File: src/rtl/core/qhf_pkg.sv
`timescale 1ns / 1ps
// Shared constants, codes and control types of the quaternion heading filter.
package qhf_pkg;

   localparam int QUAT_W = 16;
   localparam int PROD_W = 2 * QUAT_W;
   localparam int ACC_W = PROD_W + 2;
   localparam int MAG_W = ACC_W - 1;

   localparam int NORM_W = 14;
   localparam int SQ_W = 2 * NORM_W;
   localparam int ATAN_K = 19537;
   localparam int K_W = 15;
   localparam int TERM_W = SQ_W + K_W;
   localparam int NUM_W = TERM_W + 1;
   localparam int DEN_W = TERM_W + 2;

   localparam int ANGLE_FRAC_BITS = 6;
   localparam int QUAD_SCALE = 90 << ANGLE_FRAC_BITS;
   localparam int QUO_W = $clog2(QUAD_SCALE + 1);
   localparam int NN_W = NUM_W + QUO_W + 1;

   localparam int HEAD_W = 15;
   localparam logic [HEAD_W-1:0] ANG_90 = HEAD_W'(90 << ANGLE_FRAC_BITS);
   localparam logic [HEAD_W-1:0] ANG_180 = HEAD_W'(180 << ANGLE_FRAC_BITS);
   localparam logic [HEAD_W-1:0] ANG_270 = HEAD_W'(270 << ANGLE_FRAC_BITS);
   localparam logic [HEAD_W-1:0] ANG_359 = HEAD_W'(359 << ANGLE_FRAC_BITS);
   localparam logic [HEAD_W-1:0] ANG_360 = HEAD_W'(360 << ANGLE_FRAC_BITS);

   localparam int BETA_W = 9;
   localparam logic [BETA_W-1:0] BETA_MAX = BETA_W'(256);
   localparam logic [BETA_W-1:0] BETA_RESET = BETA_W'(192);
   localparam int BETA_SHIFT = 8;
   localparam int DIFF_W = HEAD_W + 2;
   localparam int FP_W = DIFF_W + BETA_W + 1;

   localparam int QPROD_N = 6;
   localparam int NPROD_N = 3;
   localparam int CNT_W = $clog2(QUO_W + 1);

   // multiplier operand selects
   localparam int MUL_SEL_W = 4;
   localparam logic [MUL_SEL_W-1:0] MUL_Q1Q2 = 4'd0;
   localparam logic [MUL_SEL_W-1:0] MUL_Q0Q3 = 4'd1;
   localparam logic [MUL_SEL_W-1:0] MUL_Q0Q0 = 4'd2;
   localparam logic [MUL_SEL_W-1:0] MUL_Q1Q1 = 4'd3;
   localparam logic [MUL_SEL_W-1:0] MUL_Q2Q2 = 4'd4;
   localparam logic [MUL_SEL_W-1:0] MUL_Q3Q3 = 4'd5;
   localparam logic [MUL_SEL_W-1:0] MUL_AA = 4'd6;
   localparam logic [MUL_SEL_W-1:0] MUL_AB = 4'd7;
   localparam logic [MUL_SEL_W-1:0] MUL_BB = 4'd8;

   // destinations of the registered product
   localparam int DST_W = 3;
   localparam logic [DST_W-1:0] DST_NONE = 3'd0;
   localparam logic [DST_W-1:0] DST_X_ADD = 3'd1;
   localparam logic [DST_W-1:0] DST_Y_ADD = 3'd2;
   localparam logic [DST_W-1:0] DST_Y_SUB = 3'd3;
   localparam logic [DST_W-1:0] DST_AA = 3'd4;
   localparam logic [DST_W-1:0] DST_AB = 3'd5;
   localparam logic [DST_W-1:0] DST_BB = 3'd6;

   typedef struct packed {
      logic                 load;
      logic [MUL_SEL_W-1:0] mul_sel;
      logic [DST_W-1:0]     dest;
      logic                 prep;
      logic                 norm_shift;
      logic                 kmul;
      logic                 sums;
      logic                 scale;
      logic                 div_step;
      logic                 quad;
      logic                 filt_mul;
      logic                 filt_upd;
      logic                 out_load;
   } qhf_cmd_type;

   typedef struct packed {
      logic special;
      logic norm_done;
   } qhf_stat_type;

endpackage

File: src/rtl/core/quaternion_heading_filter.sv
`timescale 1ns / 1ps
// Top level of the quaternion heading filter: sequencer plus datapath.
//
//   channel | signals                                   | direction
//   req     | req_valid/req_ready, imu flag, quat w..z  | in
//   rsp     | rsp_valid/rsp_ready, heading, smoothed    | out
//   csr     | csr_valid/csr_ready, csr_filter_beta      | in
//
// One word at a time. Axis and zero cases skip the normalize shift and the
// restoring divider; others pass through both before rsp_valid. A word with
// the imu flag clear is taken but gives no result. Reset is synchronous;
// beta returns to 192. A stalled rsp holds the next result in the sequencer
// until the slot frees.
module quaternion_heading_filter import qhf_pkg::*; (
   input  logic                     clock,
   input  logic                     reset,
   input  logic                     req_valid,
   output logic                     req_ready,
   input  logic                     req_imu_ready,
   input  logic signed [QUAT_W-1:0] req_quat_w,
   input  logic signed [QUAT_W-1:0] req_quat_x,
   input  logic signed [QUAT_W-1:0] req_quat_y,
   input  logic signed [QUAT_W-1:0] req_quat_z,
   output logic                     rsp_valid,
   input  logic                     rsp_ready,
   output logic [HEAD_W-1:0]        rsp_heading,
   output logic [HEAD_W-1:0]        rsp_heading_smoothed,
   input  logic                     csr_valid,
   output logic                     csr_ready,
   input  logic [BETA_W-1:0]        csr_filter_beta
);

   qhf_cmd_type  cmd;
   qhf_stat_type stat;

   assign csr_ready = 1'b1;

   qhf_ctrl u_ctrl (
      .clock         (clock),
      .reset         (reset),
      .req_valid     (req_valid),
      .req_imu_ready (req_imu_ready),
      .req_ready     (req_ready),
      .rsp_valid     (rsp_valid),
      .rsp_ready     (rsp_ready),
      .stat          (stat),
      .cmd           (cmd)
   );

   qhf_datapath u_datapath (
      .clock                (clock),
      .reset                (reset),
      .cmd                  (cmd),
      .stat                 (stat),
      .req_quat_w           (req_quat_w),
      .req_quat_x           (req_quat_x),
      .req_quat_y           (req_quat_y),
      .req_quat_z           (req_quat_z),
      .csr_we               (csr_valid && csr_ready),
      .csr_filter_beta      (csr_filter_beta),
      .rsp_heading          (rsp_heading),
      .rsp_heading_smoothed (rsp_heading_smoothed)
   );

endmodule

File: src/rtl/core/qhf_ctrl.sv
`timescale 1ns / 1ps
// Sequencer of the quaternion heading filter: handshakes and datapath commands.
module qhf_ctrl import qhf_pkg::*; (
   input  logic         clock,
   input  logic         reset,
   input  logic         req_valid,
   input  logic         req_imu_ready,
   output logic         req_ready,
   output logic         rsp_valid,
   input  logic         rsp_ready,
   input  qhf_stat_type stat,
   output qhf_cmd_type  cmd
);

   localparam logic [3:0] S_IDLE  = 4'd0;
   localparam logic [3:0] S_MULQ  = 4'd1;
   localparam logic [3:0] S_PREP  = 4'd2;
   localparam logic [3:0] S_NORM  = 4'd3;
   localparam logic [3:0] S_MULN  = 4'd4;
   localparam logic [3:0] S_KMUL  = 4'd5;
   localparam logic [3:0] S_SUMS  = 4'd6;
   localparam logic [3:0] S_SCALE = 4'd7;
   localparam logic [3:0] S_DIV   = 4'd8;
   localparam logic [3:0] S_QUAD  = 4'd9;
   localparam logic [3:0] S_FMUL  = 4'd10;
   localparam logic [3:0] S_FUPD  = 4'd11;
   localparam logic [3:0] S_OUT   = 4'd12;

   logic [3:0]       state_ff, state_in;
   logic [CNT_W-1:0] cnt_ff, cnt_in;
   logic             rsp_valid_ff, rsp_valid_in;
   logic             slot_free;

   assign slot_free = !rsp_valid_ff || rsp_ready;
   assign req_ready = (state_ff == S_IDLE);
   assign rsp_valid = rsp_valid_ff;

   always_comb begin
      state_in = state_ff;
      cnt_in = cnt_ff;
      cmd = '0;
      cmd.mul_sel = MUL_Q1Q2;
      cmd.dest = DST_NONE;
      case (state_ff)
         S_IDLE: begin
            if (req_valid && req_imu_ready) begin
               cmd.load = 1'b1;
               cnt_in = '0;
               state_in = S_MULQ;
            end
         end
         S_MULQ: begin
            cmd.mul_sel = MUL_Q1Q2 + MUL_SEL_W'(cnt_ff);
            if (cnt_ff inside {[1:2]}) cmd.dest = DST_X_ADD;
            else if (cnt_ff inside {[3:4]}) cmd.dest = DST_Y_ADD;
            else if (cnt_ff inside {[5:6]}) cmd.dest = DST_Y_SUB;
            if (cnt_ff == CNT_W'(QPROD_N)) state_in = S_PREP;
            else cnt_in = cnt_ff + 1'b1;
         end
         S_PREP: begin
            cmd.prep = 1'b1;
            state_in = stat.special ? S_QUAD : S_NORM;
         end
         S_NORM: begin
            if (stat.norm_done) begin
               cnt_in = '0;
               state_in = S_MULN;
            end else begin
               cmd.norm_shift = 1'b1;
            end
         end
         S_MULN: begin
            cmd.mul_sel = MUL_AA + MUL_SEL_W'(cnt_ff);
            if (cnt_ff == CNT_W'(1)) cmd.dest = DST_AA;
            else if (cnt_ff == CNT_W'(2)) cmd.dest = DST_AB;
            else if (cnt_ff == CNT_W'(3)) cmd.dest = DST_BB;
            if (cnt_ff == CNT_W'(NPROD_N)) state_in = S_KMUL;
            else cnt_in = cnt_ff + 1'b1;
         end
         S_KMUL: begin
            cmd.kmul = 1'b1;
            state_in = S_SUMS;
         end
         S_SUMS: begin
            cmd.sums = 1'b1;
            state_in = S_SCALE;
         end
         S_SCALE: begin
            cmd.scale = 1'b1;
            cnt_in = '0;
            state_in = S_DIV;
         end
         S_DIV: begin
            cmd.div_step = 1'b1;
            if (cnt_ff == CNT_W'(QUO_W - 1)) state_in = S_QUAD;
            else cnt_in = cnt_ff + 1'b1;
         end
         S_QUAD: begin
            cmd.quad = 1'b1;
            state_in = S_FMUL;
         end
         S_FMUL: begin
            cmd.filt_mul = 1'b1;
            state_in = S_FUPD;
         end
         S_FUPD: begin
            cmd.filt_upd = 1'b1;
            state_in = S_OUT;
         end
         S_OUT: begin
            if (slot_free) begin
               cmd.out_load = 1'b1;
               state_in = S_IDLE;
            end
         end
         default: begin
            state_in = S_IDLE;
         end
      endcase
   end

   always_comb begin
      rsp_valid_in = rsp_valid_ff;
      if (cmd.out_load) rsp_valid_in = 1'b1;
      else if (rsp_ready) rsp_valid_in = 1'b0;
   end

   always_ff @(posedge clock) begin
      if (reset) begin
         state_ff <= S_IDLE;
         cnt_ff <= '0;
         rsp_valid_ff <= 1'b0;
      end else begin
         state_ff <= state_in;
         cnt_ff <= cnt_in;
         rsp_valid_ff <= rsp_valid_in;
      end
   end

`ifndef SYNTHESIS
   a_load_slot_free: assert property (@(posedge clock) disable iff (reset)
      cmd.out_load |-> slot_free)
      else $error("result word loaded over an untaken one");

   a_accept_starts: assert property (@(posedge clock) disable iff (reset)
      (req_valid && req_ready && req_imu_ready) |=> (state_ff == S_MULQ && cnt_ff == '0))
      else $error("accepted word did not start the product sequence");

   a_div_count: assert property (@(posedge clock) disable iff (reset)
      (state_ff == S_DIV) |-> (cnt_ff < CNT_W'(QUO_W)))
      else $error("divider ran past its quotient width");

   a_one_cmd: assert property (@(posedge clock) disable iff (reset)
      $onehot0({cmd.load, cmd.prep, cmd.norm_shift, cmd.kmul, cmd.sums, cmd.scale,
                cmd.div_step, cmd.quad, cmd.filt_mul, cmd.filt_upd, cmd.out_load}))
      else $error("more than one datapath step issued");

   a_busy_until_out: assert property (@(posedge clock) disable iff (reset)
      (state_ff == S_FUPD) |=> (state_ff == S_OUT && !req_ready))
      else $error("filter update not followed by result load");
`endif

endmodule

File: src/rtl/core/qhf_datapath.sv
`timescale 1ns / 1ps
// Datapath of the quaternion heading filter: products, divider, quadrant map, filter.
module qhf_datapath import qhf_pkg::*; (
   input  logic                     clock,
   input  logic                     reset,
   input  qhf_cmd_type              cmd,
   output qhf_stat_type             stat,
   input  logic signed [QUAT_W-1:0] req_quat_w,
   input  logic signed [QUAT_W-1:0] req_quat_x,
   input  logic signed [QUAT_W-1:0] req_quat_y,
   input  logic signed [QUAT_W-1:0] req_quat_z,
   input  logic                     csr_we,
   input  logic [BETA_W-1:0]        csr_filter_beta,
   output logic [HEAD_W-1:0]        rsp_heading,
   output logic [HEAD_W-1:0]        rsp_heading_smoothed
);

   logic signed [QUAT_W-1:0] q0_ff, q0_in, q1_ff, q1_in, q2_ff, q2_in, q3_ff, q3_in;
   logic signed [PROD_W-1:0] prod_ff, prod_in;
   logic signed [ACC_W-1:0]  acc_x_ff, acc_x_in, acc_y_ff, acc_y_in;
   logic [MAG_W-1:0]         mag_a_ff, mag_a_in, mag_b_ff, mag_b_in;
   logic [SQ_W-1:0]          aa_ff, aa_in, ab_ff, ab_in, bb_ff, bb_in;
   logic [TERM_W-1:0]        abk_ff, abk_in;
   logic [NUM_W-1:0]         num_ff, num_in;
   logic [DEN_W-1:0]         den_ff, den_in;
   logic [DEN_W-1:0]         rem_ff, rem_in;
   logic [QUO_W-1:0]         nlow_ff, nlow_in, quo_ff, quo_in;
   logic [HEAD_W-1:0]        head_ff, head_in;
   logic signed [FP_W-1:0]   fprod_ff, fprod_in;
   logic [HEAD_W-1:0]        smooth_ff, smooth_in;
   logic [BETA_W-1:0]        beta_ff, beta_in;
   logic [HEAD_W-1:0]        out_head_ff, out_head_in, out_smooth_ff, out_smooth_in;

   logic signed [QUAT_W-1:0] mul_a, mul_b, norm_a, norm_b;
   logic signed [PROD_W-1:0] mul_p;
   logic signed [ACC_W-1:0]  prod_ext, x2, abs_x, abs_y;
   logic [TERM_W-1:0]        aa_sh, bb_sh;
   logic [NN_W-1:0]          nn;
   logic [DEN_W:0]           trial, trial_sub;
   logic                     ge;
   logic                     x_neg, x_zero, y_neg, y_zero;
   logic [HEAD_W-1:0]        fi;
   logic [BETA_W-1:0]        beta_eff;
   logic signed [BETA_W:0]   beta_s;
   logic signed [DIFF_W-1:0] diff;
   logic                     fp_neg;
   logic [FP_W-1:0]          fp_mag, rnd, fstep;

   // shared 16x16 signed multiplier
   assign norm_a = $signed({{(QUAT_W - NORM_W){1'b0}}, mag_a_ff[NORM_W-1:0]});
   assign norm_b = $signed({{(QUAT_W - NORM_W){1'b0}}, mag_b_ff[NORM_W-1:0]});

   always_comb begin
      mul_a = '0;
      mul_b = '0;
      case (cmd.mul_sel)
         MUL_Q1Q2: begin mul_a = q1_ff;  mul_b = q2_ff;  end
         MUL_Q0Q3: begin mul_a = q0_ff;  mul_b = q3_ff;  end
         MUL_Q0Q0: begin mul_a = q0_ff;  mul_b = q0_ff;  end
         MUL_Q1Q1: begin mul_a = q1_ff;  mul_b = q1_ff;  end
         MUL_Q2Q2: begin mul_a = q2_ff;  mul_b = q2_ff;  end
         MUL_Q3Q3: begin mul_a = q3_ff;  mul_b = q3_ff;  end
         MUL_AA:   begin mul_a = norm_a; mul_b = norm_a; end
         MUL_AB:   begin mul_a = norm_a; mul_b = norm_b; end
         MUL_BB:   begin mul_a = norm_b; mul_b = norm_b; end
         default: begin
            mul_a = '0;
            mul_b = '0;
         end
      endcase
   end

   assign mul_p = mul_a * mul_b;
   assign prod_ext = {{(ACC_W - PROD_W){prod_ff[PROD_W-1]}}, prod_ff};

   assign x2 = {acc_x_ff[ACC_W-2:0], 1'b0};
   assign abs_x = x2[ACC_W-1] ? -x2 : x2;
   assign abs_y = acc_y_ff[ACC_W-1] ? -acc_y_ff : acc_y_ff;

   assign x_neg = acc_x_ff[ACC_W-1];
   assign x_zero = (acc_x_ff == '0);
   assign y_neg = acc_y_ff[ACC_W-1];
   assign y_zero = (acc_y_ff == '0);

   assign stat.special = x_zero || y_zero;
   assign stat.norm_done = ((mag_a_ff | mag_b_ff) >> NORM_W) == '0;

   assign aa_sh = {aa_ff, {K_W{1'b0}}};
   assign bb_sh = {bb_ff, {K_W{1'b0}}};
   assign nn = NN_W'(num_ff) * NN_W'(QUAD_SCALE) + NN_W'(den_ff >> 1);

   // restoring divide, one quotient bit a step
   assign trial = {rem_ff, nlow_ff[QUO_W-1]};
   assign ge = (trial >= {1'b0, den_ff});
   assign trial_sub = trial - {1'b0, den_ff};

   assign fi = (den_ff == '0) ? '0 : HEAD_W'(quo_ff);

   assign beta_eff = (beta_ff > BETA_MAX) ? BETA_MAX : beta_ff;
   assign beta_s = $signed({1'b0, beta_eff});
   assign diff = $signed({2'b00, head_ff}) - $signed({2'b00, smooth_ff});
   assign fp_neg = fprod_ff[FP_W-1];
   assign fp_mag = fp_neg ? FP_W'(-fprod_ff) : FP_W'(fprod_ff);
   assign rnd = (fp_mag + FP_W'(1 << (BETA_SHIFT - 1))) >> BETA_SHIFT;
   assign fstep = fp_neg ? -rnd : rnd;

   always_comb begin
      q0_in = q0_ff;
      q1_in = q1_ff;
      q2_in = q2_ff;
      q3_in = q3_ff;
      prod_in = mul_p;
      acc_x_in = acc_x_ff;
      acc_y_in = acc_y_ff;
      mag_a_in = mag_a_ff;
      mag_b_in = mag_b_ff;
      aa_in = aa_ff;
      ab_in = ab_ff;
      bb_in = bb_ff;
      abk_in = abk_ff;
      num_in = num_ff;
      den_in = den_ff;
      rem_in = rem_ff;
      nlow_in = nlow_ff;
      quo_in = quo_ff;
      head_in = head_ff;
      fprod_in = fprod_ff;
      smooth_in = smooth_ff;
      beta_in = beta_ff;
      out_head_in = out_head_ff;
      out_smooth_in = out_smooth_ff;

      if (cmd.load) begin
         q0_in = req_quat_w;
         q1_in = req_quat_x;
         q2_in = req_quat_y;
         q3_in = req_quat_z;
         acc_x_in = '0;
         acc_y_in = '0;
      end

      case (cmd.dest)
         DST_NONE:  ;
         DST_X_ADD: acc_x_in = acc_x_ff + prod_ext;
         DST_Y_ADD: acc_y_in = acc_y_ff + prod_ext;
         DST_Y_SUB: acc_y_in = acc_y_ff - prod_ext;
         DST_AA:    aa_in = prod_ff[SQ_W-1:0];
         DST_AB:    ab_in = prod_ff[SQ_W-1:0];
         DST_BB:    bb_in = prod_ff[SQ_W-1:0];
         default:   ;
      endcase

      if (cmd.prep) begin
         mag_a_in = abs_x[MAG_W-1:0];
         mag_b_in = abs_y[MAG_W-1:0];
      end
      if (cmd.norm_shift) begin
         mag_a_in = mag_a_ff >> 1;
         mag_b_in = mag_b_ff >> 1;
      end
      if (cmd.kmul) abk_in = TERM_W'(ab_ff) * TERM_W'(ATAN_K);
      if (cmd.sums) begin
         num_in = NUM_W'(abk_ff) + NUM_W'(aa_sh);
         den_in = DEN_W'(bb_sh) + DEN_W'({abk_ff, 1'b0}) + DEN_W'(aa_sh);
      end
      if (cmd.scale) begin
         rem_in = nn[NN_W-1:QUO_W];
         nlow_in = nn[QUO_W-1:0];
         quo_in = '0;
      end
      if (cmd.div_step) begin
         rem_in = ge ? trial_sub[DEN_W-1:0] : trial[DEN_W-1:0];
         nlow_in = nlow_ff << 1;
         quo_in = {quo_ff[QUO_W-2:0], ge};
      end

      if (cmd.quad) begin
         if (x_neg && y_zero) head_in = ANG_270;
         else if (!x_zero && y_zero) head_in = ANG_90;
         else if (x_zero && y_zero) head_in = ANG_359;
         else if (x_zero && !y_neg) head_in = '0;
         else if (x_zero) head_in = ANG_180;
         else if (!x_neg && !y_neg) head_in = fi;
         else if (x_neg && !y_neg) head_in = ANG_360 - fi;
         else if (!x_neg) head_in = ANG_180 - fi;
         else head_in = fi + ANG_180;
      end

      if (cmd.filt_mul) fprod_in = beta_s * diff;
      if (cmd.filt_upd) smooth_in = smooth_ff + fstep[HEAD_W-1:0];

      if (cmd.out_load) begin
         out_head_in = head_ff;
         out_smooth_in = smooth_ff;
      end

      if (csr_we) beta_in = csr_filter_beta;
   end

   always_ff @(posedge clock) begin
      if (reset) begin
         beta_ff <= BETA_RESET;
         smooth_ff <= '0;
      end else begin
         beta_ff <= beta_in;
         smooth_ff <= smooth_in;
      end
   end

   always_ff @(posedge clock) begin
      q0_ff <= q0_in;
      q1_ff <= q1_in;
      q2_ff <= q2_in;
      q3_ff <= q3_in;
      prod_ff <= prod_in;
      acc_x_ff <= acc_x_in;
      acc_y_ff <= acc_y_in;
      mag_a_ff <= mag_a_in;
      mag_b_ff <= mag_b_in;
      aa_ff <= aa_in;
      ab_ff <= ab_in;
      bb_ff <= bb_in;
      abk_ff <= abk_in;
      num_ff <= num_in;
      den_ff <= den_in;
      rem_ff <= rem_in;
      nlow_ff <= nlow_in;
      quo_ff <= quo_in;
      head_ff <= head_in;
      fprod_ff <= fprod_in;
      out_head_ff <= out_head_in;
      out_smooth_ff <= out_smooth_in;
   end

   assign rsp_heading = out_head_ff;
   assign rsp_heading_smoothed = out_smooth_ff;

endmodule
File: config.mk
export PLATFORM = sky130hd
export DESIGN_NAME = quaternion_heading_filter
export DESIGN_NICKNAME = d
export VERILOG_FILES = /design/src/rtl/core/qhf_pkg.sv /design/src/rtl/core/quaternion_heading_filter.sv /design/src/rtl/core/qhf_ctrl.sv /design/src/rtl/core/qhf_datapath.sv
export SDC_FILE = /design/constraint.sdc
export NUM_CORES = 2
export LEC_CHECK = 0
export ABC_AREA = 0
export ABC_CLOCK_PERIOD_IN_PS = 21200
export BUFFER_PORTS_ARGS = -buffer_cell sky130_fd_sc_hd__buf_2
export CORE_MARGIN = 2
export CORE_UTILIZATION = 66
export CTS_BUF_LIST = sky130_fd_sc_hd__clkbuf_8
export CTS_CLUSTER_SIZE = 8
export DETAILED_ROUTE_END_ITERATION = 10
export HOLD_SLACK_MARGIN = 0.08
export PLACE_DENSITY = 0.88
export SETUP_SLACK_MARGIN = 0.05
export SKIP_LAST_GASP = 1
export SLEW_MARGIN = 40
export SYNTH_ARGS = -nofsm -noshare
export SYNTH_HDL_FRONTEND = slang
export SYNTH_SLANG_ARGS = --single-unit
export TNS_END_PERCENT = 50
File: constraint.sdc
create_clock -name clock -period 21.2 [get_ports clock]
set_clock_uncertainty 0.1 [all_clocks]
set_input_delay 4.24 -clock clock [delete_from_list [all_inputs] [get_ports clock]]
set_output_delay 4.24 -clock clock [all_outputs]
set_load 0.02 [all_outputs]
# Word-level counts from Yosys, hierarchy flattened
# Index checks and enable logic that the tools add are counted.
[totals]
ff_bits = 622
word_cells = 213
out_inout_bits = 33
[op_classes]
n_reduce_logical = 40
order_cmp = 8
multipliers = 4
eq_ne = 40
n_bitwise = 1
add_sub_neg = 20
n_mux = 66
[ops]
columns = ["operator", "count"]
rows = [
  ["$pmux 16 s6", 2],
  ["$mux 45", 3],
  ["$mux 32", 4],
  ["$mux 15", 8],
  ["$add 34x32->34", 2],
  ["$logic_not 34->1", 2],
  ["$mux 34", 2],
  ["$pmux 34 s2", 1],
  ["$mux 33", 2],
  ["$neg 33->33", 2],
  ["$mux 13", 5],
  ["$add 57x44->58", 1],
  ["$pmux 4 s13", 1],
  ["$mul 44x6->50 const B", 1],
  ["$mux 4", 12],
  ["$ge 46x45->1", 1],
  ["$add 43x44->45", 1],
  ["$add 45x43->45", 1],
  ["$logic_not 45->1", 1],
  ["$sub 45x45->45", 1],
  ["$add 43x43->44", 1],
  ["$mul 28x15->43 const B", 1],
  ["$eq 4x3->1 const B", 9],
  ["$sub 34x32->34", 1],
  ["other kinds (47)", 114],
]

# Logic depth before layout (Yosys ltp)
[depth]
word_depth = 10
depth_mapped = 39

# By module
# From an unflattened synthesis, not the netlist that was laid out.
[unflattened]
hier_cells = 6776
hier_area_um2 = 64399.3
[by_module_without_submodules]
columns = ["module", "cells_per_inst", "seq_area_each_um2", "area_per_inst_um2", "instances"]
rows = [
  ["qhf_datapath", 6632, 17276.6, 63347.0, 1],
  ["qhf_ctrl", 142, 180.2, 1041.0, 1],
  ["quaternion_heading_filter", 2, 0.0, 11.3, 1],
]

# Worst setup path before layout
# Ideal clock, no wire load.
[synth_path]
kind = "register to register"
startpoint = "register u_ctrl.state_ff[1]"
endpoint = "register u_datapath.prod_ff[30]"
t_required_ns = 20.970
arrival_time_ns = 8.672
slack_ns = 12.298
period_less_slack_ns = 8.902
setup_time_ns = 0.130
path_stages_with_launch = 34
path_buffers = 4
cell_sequence = "dfxtp_1 > buf_2 > nand2b_1 > nor3_1 > o21ai_0 > o31ai_1 > or2_2 > clkbuf_1 > nor2_1 > clkbuf_1 > a221o_1 > a221oi_1 > clkbuf_1 > nor2_1 > fa_1 > fa_1 > ha_1 > fa_1 > inv_1 > fa_1 > fa_1 > inv_1 > ha_1 > o21a_1 > o21ai_0 > a21oi_1 > o21a_1 > o21a_1 > o41a_1 > a211oi_1 > o31ai_1 > a41oi_1 > a211oi_1 > xor2_1"
[synth_between]
elab_chain_len = 6
elab_cells_between_ends = 21
classes_between = "mul (1); eq/ne (10); mux (3); reduce/logical (7)"
[synth_lines]
columns = ["element", "line_no", "text"]
rows = [
  ["start: declaration", "qhf_ctrl.sv:29", "logic [3:0] state_ff, state_in;"],
  ["start signal: assignment", "qhf_ctrl.sv:134", "state_ff <= state_in;"],
  ["$eq 4x3->1 or $eq 4x1->1 (tied branches)", "qhf_ctrl.sv:44", "case (state_ff)"],
  ["$pmux 7 s2 (*)", "qhf_ctrl.sv:44", ""],
  ["$eq 4x3->1 (tied with other cells)", "qhf_datapath.sv:56", "case (cmd.mul_sel)"],
  ["$reduce_or 2->1 (no line)", "n/a", ""],
  ["$pmux 16 s6", "qhf_datapath.sv:56", ""],
  ["$mul 16x16->32 (*)", "qhf_datapath.sv:73", "assign mul_p = mul_a * mul_b;"],
  ["named net u_datapath.mul_p[30]", "qhf_datapath.sv:35", "logic signed [PROD_W-1:0] mul_p;"],
  ["end signal: assignment", "qhf_datapath.sv:215", "prod_ff <= prod_in;"],
  ["end: declaration", "qhf_datapath.sv:19", "logic signed [PROD_W-1:0] prod_ff, prod_in;"],
]
# The timed path passes the listed nets; every way through them passes the cells marked *.
# A chain may end at the register's enable or synchronous reset.

# Final worst setup path
[layout_path]
startpoint = "register u_ctrl.state_ff[0]"
endpoint = "register u_datapath.prod_ff[31]"
# Same word-level chain as after synthesis.

==> flow_summary.yaml <==
floorplanning:
  die_area_sq_um: 99000
  ioPinCount: 112
  coreArea_sq_um: 95300
  die_w_um: 315
  initial_core_util: 0.668
  rows: 113
  fp.dieH_um: 315
synth:
  synth_seq_cells: 604
  synth_compound_area_frac: 0.131
  yosysMostFrequentCell: "inv_1"
  yosys.area_share.xor_xnor: 0.0664
  synth_adder_area_share: 0.322
  synth_top_area_frac: 0.253
  ys_top_cells_by_count: "inv_1, ha_1, nor2_1"
  ys_top_cells_by_area: "edfxtp_1, fa_1, ha_1"
  synthSimpleGateAreaFrac: 0.126
  synth_area_leader_cell: "edfxtp_1"
  synth_seq_area_share: 0.274
  yosysWarnings: 0
  synth.mux.area_fraction: 0.00684
  netlist-cell-type-count: 88
  post_synth.cell_area_avg_sq_um: 9.52
  synthFlopType: "edfxtp_1"
  synth_edf_count: 536
  synth_area_sq_um: 63700
  syn_inst: 6685
  synthArstFlopShare: 0
  synth_nets: 8046
  synth_top_family_by_area: "adder cells"
route:
  via_per_inst: 6.19
  dr_total_vias: 50300
  dr.first_iter.drc_count: 4793
  wl_per_cell_um: 21.0
  drt-total-wl_um: 171000
  drcViolationCount: 0
  ant_nets: 0
  firstDrtPassIters: 6
clock_network:
  clockBufferDepth: 3
  clk_latency_ps: 770
  ctsResizeCount: 0
  cts.sinks: 604
  ctsHoldBuffers: 0
  clk_pin_slew_ps: 80
  postCtsSetupBuffers: 0
  ctsRootBufferMaster: "clkbuf_8"
  htreeDepth: 3
  cts_tree: "yes"
  cts_buffers: 98
setup_path:
  end_kind: "flip-flop"
  slowest_delay_ps: 730
  crit_buf_inv: 6
  slowest_stage: "and3_1"
  required_ps: 21710
  crit_top_cell: "fa_1"
  critPathTopFamily: "adder cells"
  cp-start-kind: "flip-flop"
  cp.arrival_ps: 10750
  crit_type: "flip-flop to flip-flop"
  crit_fanout: 30
sta:
  fin_ws_ps: 10960
  finalMaxSlewViolations: 0
  max_slew.worst_pin.slew_ps: 936
  period_needed_ps: 10240
  setup_viol_count_final: 0
  setup_tns_ps: 0
  hold-worst-slack_ps: 301
  hold_viol_final: 0
  rsz0062_at_grt: "no"
  fmaxAchievable_mhz: 97.7
  maxSlewHeadroom: 0.374
  final.period_utilization: 0.483
global_routing:
  grt_use_met3: 0.0556
  antenna_found_initial: 4
  first_global_vias: 51200
  grt_first_pass_wirelength_um: 270000
  grt_use_met2: 0.584
  grt_max_degree: 75
  grt_use_met1: 0.414
  grt_remaining_overflow: 0
  grt_usage: 0.348
  top_usage_layer: "met2"
job:
  maxCapViolCount: 0
placed_design:
  dp_hpwl_um: 135000
  gp_congestion: 1.01
  dp_slack_ps: 11140
  numPortBuffers: 110
finish:
  seq_area_sq_um: 17500
  fillers: 6733
  drive_gt1_frac: 0.0570
  multi_input_area_sq_um: 41700
  fin_nets: 8153
  syn_to_final_growth_pct: 6.22
worst_hold_path:
  hold_class: "flip-flop to flip-flop"
status:
  outcome: "finished clean"
[layer usage]
metal,part of all wire,vias up
met4,0.081,2
met1,0.36,24400
met5,0.000041,-
met3,0.077,700
li1,-,22800
met2,0.48,2384
[area by class of cell]
cell class                      instances  area share
Tap cell                             1265      0.0234
Clock buffer                          108      0.0220
Inverter                             1061      0.0589
Clock inverter                         72     0.00511
Sequential cell                       604       0.258
Timing Repair Buffer                  174      0.0155
Antenna cell                            3    0.000111
Multi-Input combinational cell       4853       0.617
[state kept, by name, summed over array words and instances, names as in the netlist, 9 cells and up]
register and cells:
u_datapath.beta_ff 9, u_datapath.q2_ff 16, u_datapath.q1_ff 16, u_datapath.head_ff 15, u_datapath.num_ff 30, u_datapath.smooth_ff 15, u_datapath.q0_ff 16, u_datapath.quo_ff 13
u_datapath.mag_a_ff 33, u_datapath.q3_ff 16, u_datapath.abk_ff 43, u_datapath.prod_ff 32, u_datapath.bb_ff 28, u_datapath.mag_b_ff 33, u_datapath.rsp_heading_smoothed 15, u_datapath.rsp_heading 15
u_datapath.rem_ff 45, u_datapath.den_ff 44, u_datapath.acc_y_ff 34, u_datapath.acc_x_ff 34, u_datapath.ab_ff 28, u_datapath.nlow_ff 13, u_datapath.aa_ff 28, u_datapath.fprod_ff 24
[cell families (layout without fill, tap and decap cells)]
group | Yosys count | in the layout
xor+xnor | 482 | 482
mux | 43 | 43
flops | 604 | 604
buf+inv | 1228 | 1415
compound gates | 1322 | 1322
simple gates | 1723 | 1723
fa+ha+maj | 1282 | 1282
other cells | 1 | 4
[per-stage QoR]
step,util,cell area [sq um],std cells
final,0.710,67600,8140
after global routing,0.710,67600,8139
after CTS,0.709,67600,8136
after detailed placement,0.690,65800,7956
after global placement,0.690,65700,7955
after floorplan,-,63700,6685
[layout by cell type, fill, tap and decap left out, types with 215 or more instances in the layout]
master and n:
nand2_1 459, a21oi_1 421, ha_1 689, inv_1 1107
xor2_1 215, o21ai_0 288, nor2_1 607, xnor2_1 266
edfxtp_1 536, fa_1 593
[worst paths after layout]
check	start	endpoint	slack, ps	depth (start not counted)
setup / recovery	u_ctrl.state_ff[0]	u_datapath.prod_ff[31]	10960	33
hold / removal	u_datapath.abk_ff[11]	u_datapath.den_ff[12]	300	0
setup reg to reg	u_ctrl.state_ff[0]	u_datapath.prod_ff[31]	10960	33
hold reg to reg	u_datapath.abk_ff[11]	u_datapath.den_ff[12]	300	0
[worst reg2reg max path: cells and delay by family (launching register included)]
kind,cells,cell delay (ps)
and+or+nand+nor,9,2870
DFF,1,560
AOI/OAI and AO/OA,10,2000
buffers and inverters,6,820
xor gates and xnor gates,1,90
adders and majority gates,7,3660
Power is left out: the tool's default activity adds up to more than one toggle a clock period on the data nets, which glitch-free logic cannot reach.
